### src/rtl/core/rlyto_pkg.sv
`default_nettype none

package rlyto_pkg;

    localparam int TIMER_WIDTH = 24;
    localparam int CFG_DATA_W  = 24;
    localparam int CFG_IDX_W   = 2;
    localparam int WORD_W      = 16;
    localparam int STATUS_W    = 2;
    localparam int M_TDATA_W   = 24;

    localparam logic [WORD_W-1:0] LIGHT_MASK = 16'h1FFF;
    localparam int LAMP_BIT  = 13;
    localparam int DIR_BIT   = 14;
    localparam int MOTOR_BIT = 15;

    localparam logic [TIMER_WIDTH-1:0] MOTOR_RUN_RST  = TIMER_WIDTH'(30000);
    localparam logic [TIMER_WIDTH-1:0] LAMP_SHORT_RST = TIMER_WIDTH'(60000);
    localparam logic [TIMER_WIDTH-1:0] LAMP_LONG_RST  = TIMER_WIDTH'(600000);

    typedef enum logic [CFG_IDX_W-1:0] {
        REG_MOTOR_RUN  = 2'd0,
        REG_LAMP_SHORT = 2'd1,
        REG_LAMP_LONG  = 2'd2
    } cfg_reg_t;

    typedef enum logic {
        ACT_TOGGLE = 1'b0,
        ACT_TICK   = 1'b1
    } action_t;

    typedef enum logic [STATUS_W-1:0] {
        LAMP_STOPPED = 2'd0,
        LAMP_SHORT   = 2'd1,
        LAMP_LONG    = 2'd2
    } lamp_status_t;

    typedef struct packed {
        logic tick;
        logic load;
        logic cancel;
    } timer_ctrl_t;

    typedef struct packed {
        logic running;
        logic expire;
        logic running_next;
    } timer_stat_t;

    // Register data is 24 bits wide; fit it to the counter width.
    function automatic logic [TIMER_WIDTH-1:0] fit_timer(input logic [CFG_DATA_W-1:0] v);
        logic [TIMER_WIDTH+CFG_DATA_W-1:0] ext;
        ext = {{TIMER_WIDTH{1'b0}}, v};
        return ext[TIMER_WIDTH-1:0];
    endfunction

endpackage

`default_nettype wire

### src/rtl/core/relay_outputs_with_auto_off_timers.sv
// Channel   | Direction | Transaction carries
// ----------+-----------+----------------------------------------------------
// s_        | in        | tuser: action; tdata: press_mask
// m_        | out       | tdata: output_word, lamp_timer_status (zero padded)
// cfg_      | in        | write of one timer register, no read-back
//
// One item per clock: the relay word and both countdowns update in the cycle
// the item is accepted, and the result appears in the output register next.
// s_tready stays high while the output register is empty or being taken,
// so a stalled output holds only its single result.
// Reset (aresetn low, synchronous) clears the relay word, both timers and the
// output valid flag (not the output data), and loads the register reset values.
`default_nettype none

module relay_outputs_with_auto_off_timers (
    input  wire logic                               aclk,
    input  wire logic                               aresetn,
    input  wire logic                               s_tvalid,
    output logic                                    s_tready,
    input  wire logic [15:0]                        s_tdata,  // [15:0] press_mask
    input  wire logic [0:0]                         s_tuser,  // [0] action
    output logic                                    m_tvalid,
    input  wire logic                               m_tready,
    // [15:0] output_word, [17:16] lamp_timer_status, [23:18] zero
    output logic [rlyto_pkg::M_TDATA_W-1:0]         m_tdata,
    input  wire logic                               cfg_wr_en,
    input  wire logic [rlyto_pkg::CFG_IDX_W-1:0]    cfg_index,
    input  wire logic [rlyto_pkg::CFG_DATA_W-1:0]   cfg_data
);
    import rlyto_pkg::*;

    logic [TIMER_WIDTH-1:0] motor_run_reg, lamp_short_reg, lamp_long_reg;

    logic [WORD_W-1:0]      relay_reg, relay_next;
    logic                   is_long_reg, is_long_next;
    logic                   m_valid_reg;
    logic [M_TDATA_W-1:0]   m_data_reg;

    logic                   accept;
    logic [WORD_W-1:0]      mask;
    action_t                action;
    timer_ctrl_t            motor_ctrl, lamp_ctrl;
    timer_stat_t            motor_stat, lamp_stat;
    logic [TIMER_WIDTH-1:0] lamp_load;
    lamp_status_t           status_next;

    assign s_tready = aresetn && (!m_valid_reg || m_tready);
    assign accept   = s_tvalid && s_tready;
    assign mask     = s_tdata;
    assign action   = action_t'(s_tuser[0]);

    // Timer registers
    always_ff @(posedge aclk) begin
        if (!aresetn) begin
            motor_run_reg  <= MOTOR_RUN_RST;
            lamp_short_reg <= LAMP_SHORT_RST;
            lamp_long_reg  <= LAMP_LONG_RST;
        end else if (cfg_wr_en) begin
            unique case (cfg_reg_t'(cfg_index))
                REG_MOTOR_RUN:  motor_run_reg  <= fit_timer(cfg_data);
                REG_LAMP_SHORT: lamp_short_reg <= fit_timer(cfg_data);
                REG_LAMP_LONG:  lamp_long_reg  <= fit_timer(cfg_data);
                default: ;
            endcase
        end
    end

    always_comb begin
        relay_next   = relay_reg;
        is_long_next = is_long_reg;
        motor_ctrl   = '0;
        lamp_ctrl    = '0;
        lamp_load    = lamp_short_reg;
        if (accept) begin
            unique case (action)
                ACT_TICK: begin
                    motor_ctrl.tick = 1'b1;
                    lamp_ctrl.tick  = 1'b1;
                    if (motor_stat.expire) begin
                        relay_next[MOTOR_BIT] = 1'b0;
                    end
                    if (lamp_stat.expire) begin
                        relay_next[LAMP_BIT] = 1'b0;
                        is_long_next         = 1'b0;
                    end
                end
                ACT_TOGGLE: begin
                    relay_next = relay_reg ^ (mask & LIGHT_MASK);
                    if (mask[DIR_BIT] || mask[MOTOR_BIT]) begin
                        relay_next[DIR_BIT] = !mask[DIR_BIT];
                        if (relay_reg[MOTOR_BIT]) begin
                            motor_ctrl.cancel       = 1'b1;
                            relay_next[MOTOR_BIT]   = 1'b0;
                        end else begin
                            motor_ctrl.load         = 1'b1;
                            relay_next[MOTOR_BIT]   = 1'b1;
                        end
                    end
                    if (mask[LAMP_BIT]) begin
                        if (relay_reg[LAMP_BIT]) begin
                            if (lamp_stat.running && !is_long_reg) begin
                                // second press within the short timeout extends
                                lamp_ctrl.load = 1'b1;
                                lamp_load      = lamp_long_reg;
                                is_long_next   = 1'b1;
                            end else begin
                                lamp_ctrl.cancel     = 1'b1;
                                is_long_next         = 1'b0;
                                relay_next[LAMP_BIT] = 1'b0;
                            end
                        end else begin
                            lamp_ctrl.load       = 1'b1;
                            is_long_next         = 1'b0;
                            relay_next[LAMP_BIT] = 1'b1;
                        end
                    end
                end
                default: ;
            endcase
        end
    end

    always_comb begin
        if (!lamp_stat.running_next) begin
            status_next = LAMP_STOPPED;
        end else if (is_long_next) begin
            status_next = LAMP_LONG;
        end else begin
            status_next = LAMP_SHORT;
        end
    end

    rlyto_timer u_motor_timer (
        .aclk       (aclk),
        .aresetn    (aresetn),
        .ctrl       (motor_ctrl),
        .load_value (motor_run_reg),
        .stat       (motor_stat)
    );

    rlyto_timer u_lamp_timer (
        .aclk       (aclk),
        .aresetn    (aresetn),
        .ctrl       (lamp_ctrl),
        .load_value (lamp_load),
        .stat       (lamp_stat)
    );

    always_ff @(posedge aclk) begin
        if (!aresetn) begin
            relay_reg   <= '0;
            is_long_reg <= 1'b0;
            m_valid_reg <= 1'b0;
        end else begin
            relay_reg   <= relay_next;
            is_long_reg <= is_long_next;
            if (accept) begin
                m_valid_reg <= 1'b1;
            end else if (m_tready) begin
                m_valid_reg <= 1'b0;
            end
        end
    end

    always_ff @(posedge aclk) begin
        if (accept) begin
            m_data_reg <= {{(M_TDATA_W - WORD_W - STATUS_W){1'b0}}, status_next, relay_next};
        end
    end

    assign m_tvalid = m_valid_reg;
    assign m_tdata  = m_data_reg;

endmodule

`default_nettype wire

### src/rtl/core/rlyto_timer.sv
`default_nettype none

module rlyto_timer (
    input  wire logic                             aclk,
    input  wire logic                             aresetn,
    input  wire rlyto_pkg::timer_ctrl_t           ctrl,
    input  wire logic [rlyto_pkg::TIMER_WIDTH-1:0] load_value,
    output rlyto_pkg::timer_stat_t                stat
);
    import rlyto_pkg::*;

    logic [TIMER_WIDTH-1:0] count_reg, count_next;
    logic                   run_reg, run_next;
    logic                   last;

    // A count of 0 or 1 runs out on the next tick.
    assign last = (count_reg[TIMER_WIDTH-1:1] == '0);

    always_comb begin
        count_next = count_reg;
        run_next   = run_reg;
        if (ctrl.load) begin
            count_next = load_value;
            run_next   = 1'b1;
        end else if (ctrl.cancel) begin
            count_next = '0;
            run_next   = 1'b0;
        end else if (ctrl.tick && run_reg) begin
            if (last) begin
                count_next = '0;
                run_next   = 1'b0;
            end else begin
                count_next = count_reg - TIMER_WIDTH'(1);
            end
        end
    end

    always_ff @(posedge aclk) begin
        if (!aresetn) begin
            count_reg <= '0;
            run_reg   <= 1'b0;
        end else begin
            count_reg <= count_next;
            run_reg   <= run_next;
        end
    end

    assign stat.running      = run_reg;
    assign stat.expire       = ctrl.tick && run_reg && last && !ctrl.load && !ctrl.cancel;
    assign stat.running_next = run_next;

endmodule

`default_nettype wire

### config.mk
export PLATFORM = sky130hd
export DESIGN_NAME = relay_outputs_with_auto_off_timers
export DESIGN_NICKNAME = d
export VERILOG_FILES = /design/src/rtl/core/rlyto_pkg.sv /design/src/rtl/core/relay_outputs_with_auto_off_timers.sv /design/src/rtl/core/rlyto_timer.sv
export SDC_FILE = /design/constraint.sdc
export NUM_CORES = 1
export LEC_CHECK = 0
export BUFFER_PORTS_ARGS = -buffer_cell sky130_fd_sc_hd__buf_2
export CELL_PAD_IN_SITES_DETAIL_PLACEMENT = 2
export CELL_PAD_IN_SITES_GLOBAL_PLACEMENT = 2
export CORE_ASPECT_RATIO = 1.5
export CORE_MARGIN = 2
export CORE_UTILIZATION = 38
export CTS_CLUSTER_DIAMETER = 150
export DETAILED_ROUTE_END_ITERATION = 7
export PLACE_DENSITY_LB_ADDON = 0.1
export SYNTH_ARGS = -nofsm -noshare
export SYNTH_HDL_FRONTEND = slang
export SYNTH_HIERARCHICAL = 1
export SYNTH_SLANG_ARGS = --single-unit
### constraint.sdc
create_clock -name aclk -period 4.9 [get_ports aclk]
set_clock_uncertainty 0.1 [all_clocks]
set_input_delay 0.245 -clock aclk [delete_from_list [all_inputs] [get_ports aclk]]
set_output_delay 0.245 -clock aclk [all_outputs]
set_load 0.05 [all_outputs]
==> summary.txt <==
STA
  – Fin. max-slew vios: 0
  – Rel. slew slack: 0.1908
  – RSZ-0062 raised after global routing: no
  – Period utilization: 0.7750
  – Setup tns final: 0 ns
  – Fin. Hold Viols: 0
  – F_max: approximately 260 MHz
  – Final setup margin: 1.103 ns
  – Number of setup violations in the final report: 0
  – Slew @ Worst Pin: between 1 and 1.5 ns
  – Tmin final: 3.797 ns

Run status
  – Status: finished clean

Yosys
  – Cells after synthesis: 886
  – Synth warn: 6
  – Mapped Area: 7600 um^2
  – Mean Syn Cell Area: 8.578 um^2

Detailed routing
  – DRC viols: 0
  – ANT nets after route: 0
  – Final WL: roughly 27000 um
  – Drt pass-1 iters: 4
  – Iteration-0 DRC Markers: 313
  – Via-to-Cell Ratio: a little under 6
  – Post-DR wirelength/cell: 22.17 um
  – Vias post-DR: 7111

Worst setup path
  – Critical path cell sequence: dlygate4sd3_1 > buf_2 > nand2_1 > a2111oi_4 > buf_4 > nor2_1 > nand3_1 > a21oi_1 > a32oi_1 > a21oi_1
  – Crit start category: input port
  – CP dominant cell by count: a21oi_1
  – Crit end category: flip-flop
  – CP max FO: 30
  – Critical Path RT: 5.15 ns
  – Critical path's slowest cell: a21oi_1
  – WS Path Type: input port to flip-flop
  – R2R setup slack: 1.22 ns
  – Slowest stage delay, CP: 0.90 ns
  – Worst path bufs/invs: 3
  – Critical Path AT: 4.05 ns
  – Top cell family by delay on the critical path: simple AND/OR/NAND/NOR gates

Clock tree
  – CTS tree: yes
  – Maximum root-to-sink buffer count: 2
  – Clock insertion delay at the later pin of the skew report: 0.43 ns
  – Htree depth: 4
  – Hold buffers post-CTS: 23
  – Clock Tree Root: clkbuf_16
  – Clk sinks: roughly 160
  – # resized after CTS: 0
  – Postcts setup bufs: 0
  – Total CTS buffers: 17
  – Clock-pin slew on the worst setup and hold paths: 0.06 ns

Floorplanning
  – Initial Util: 0.3857
  – Top Ports: 74
  – Die span in x: ~120 um
  – DIE HEIGHT: 177.2 um
  – Cell row count: between 60 and 70
  – Core box area: 19710 um^2
  – Die area: 21170 um^2

Power and ir drop
  – P_int: around 0.0024 W
  – Comb power frac: 0.175
  – Switching pwr: between 0.0009 and 0.001 W
  – Design Power: 0.003354 W
  – IR drop worst, VDD: about 0.23 mV
  – PwrDens: 376.3 nW/um^2
  – Clock power frac: 0.403
  – Sequential Power Share: 0.422
  – LEAKAGE: 3.526 nW
  – Sw frac: 0.2945

Global routing
  – Total Routing Usage GR: 0.2599
  – Total grt overflow: 0
  – Antenna violations before repair: 0
  – Largest net degree at the start of global routing: 56
  – First-pass GRT wire length: around 43000 um
  – Vias in the first global route: 7727

Finish
  – Fill count: 2211
  – Nets: 999
  – Ant. Diodes: 0
  – Most frequent cells in the layout: nand2_1 (197), dfxtp_1 (140), a21oi_1 (89)
  – Commonest non-fill, non-tap cell in the layout: nand2_1
  – Final Util: 0.4523
  – Post-route cell area: ~8900 um^2
  – Area grow syn2layout: 17.27%
  – Share of layout cells above drive strength 1: 0.1656

Placement
  – Placed wire-length estimate: 18680 um
  – Port-buffer cells: 67
  – Worst slack, placed: 1.313 ns
  – Post-Place Cell Area: 8085 um^2
  – Final GP Congestion: 0.8271

Worst hold path
  – HP Class: input port to flip-flop

Job
  – Max-cap violation count: 0
-- through the flow --
stage	cells	hold slack [ns]
finish	1220	0.02968
global route	1220	0.01986
CTS	1220	0.004339
detailed placement	1165	0.3477
global placement	1165	0.3406
floorplan	891	0.2440
-- power by group through the flow --
| stage | clock network, W | logic [W] | registers [W] |
|---|---|---|---|
| floorplan | 0 | 0.000371 | 0.00145 |
| global route | 0.00142 | 0.000637 | 0.00142 |
| global placement | 0 | 0.000539 | 0.00144 |
| detailed placement | 0 | 0.000562 | 0.00144 |
| CTS | 0.00138 | 0.000586 | 0.00141 |
| finish | 0.00135 | 0.000588 | 0.00142 |
-- per-layer routing --
metal | share of wire | wire length, um | track usage
met5 | 0 | 0 | 0
met4 | 0.028 | 753 | 0.09902
met3 | 0.020 | 539 | 0.04027
met2 | 0.55 | 14880 | 0.4962
met1 | 0.40 | 10870 | 0.2852
-- path summary, 6_finish.rpt --
kind / depth (start not counted) / endpoint / start
hold / removal: 3 / lamp_short_reg[7] / cfg_data[7]
setup reg to reg: 9 / u_lamp_timer/count_reg[10] / m_tvalid
setup / recovery: 10 / u_lamp_timer/count_reg[10] / aresetn
hold reg to reg: 2 / lamp_long_reg[3] / lamp_long_reg[3]
-- worst reg2reg max path, cell delays in order, from the launching register on --
cell	delay [ns]
dfxtp_1	0.35
nor2b_1	0.15
buf_4	0.19
a2111oi_4	0.05
buf_4	0.27
nor2_1	0.89
nand3_1	0.27
a21oi_1	0.90
a32oi_1	0.24
a21oi_1	0.19
-- cell type report --
cell class	instances	area (um^2)	share of cell area
well taps	260	325.3	0.03650
repair buffers	102	655.6	0.07356
clock inverters	10	111.4	0.01249
inverters	15	56.30	0.006318
clock buffers	22	485.5	0.05447
multi-input cells	653	3935	0.4415
flip-flops and latches	158	3343	0.3751
Note: power is estimated with default switching activity, not from simulation.
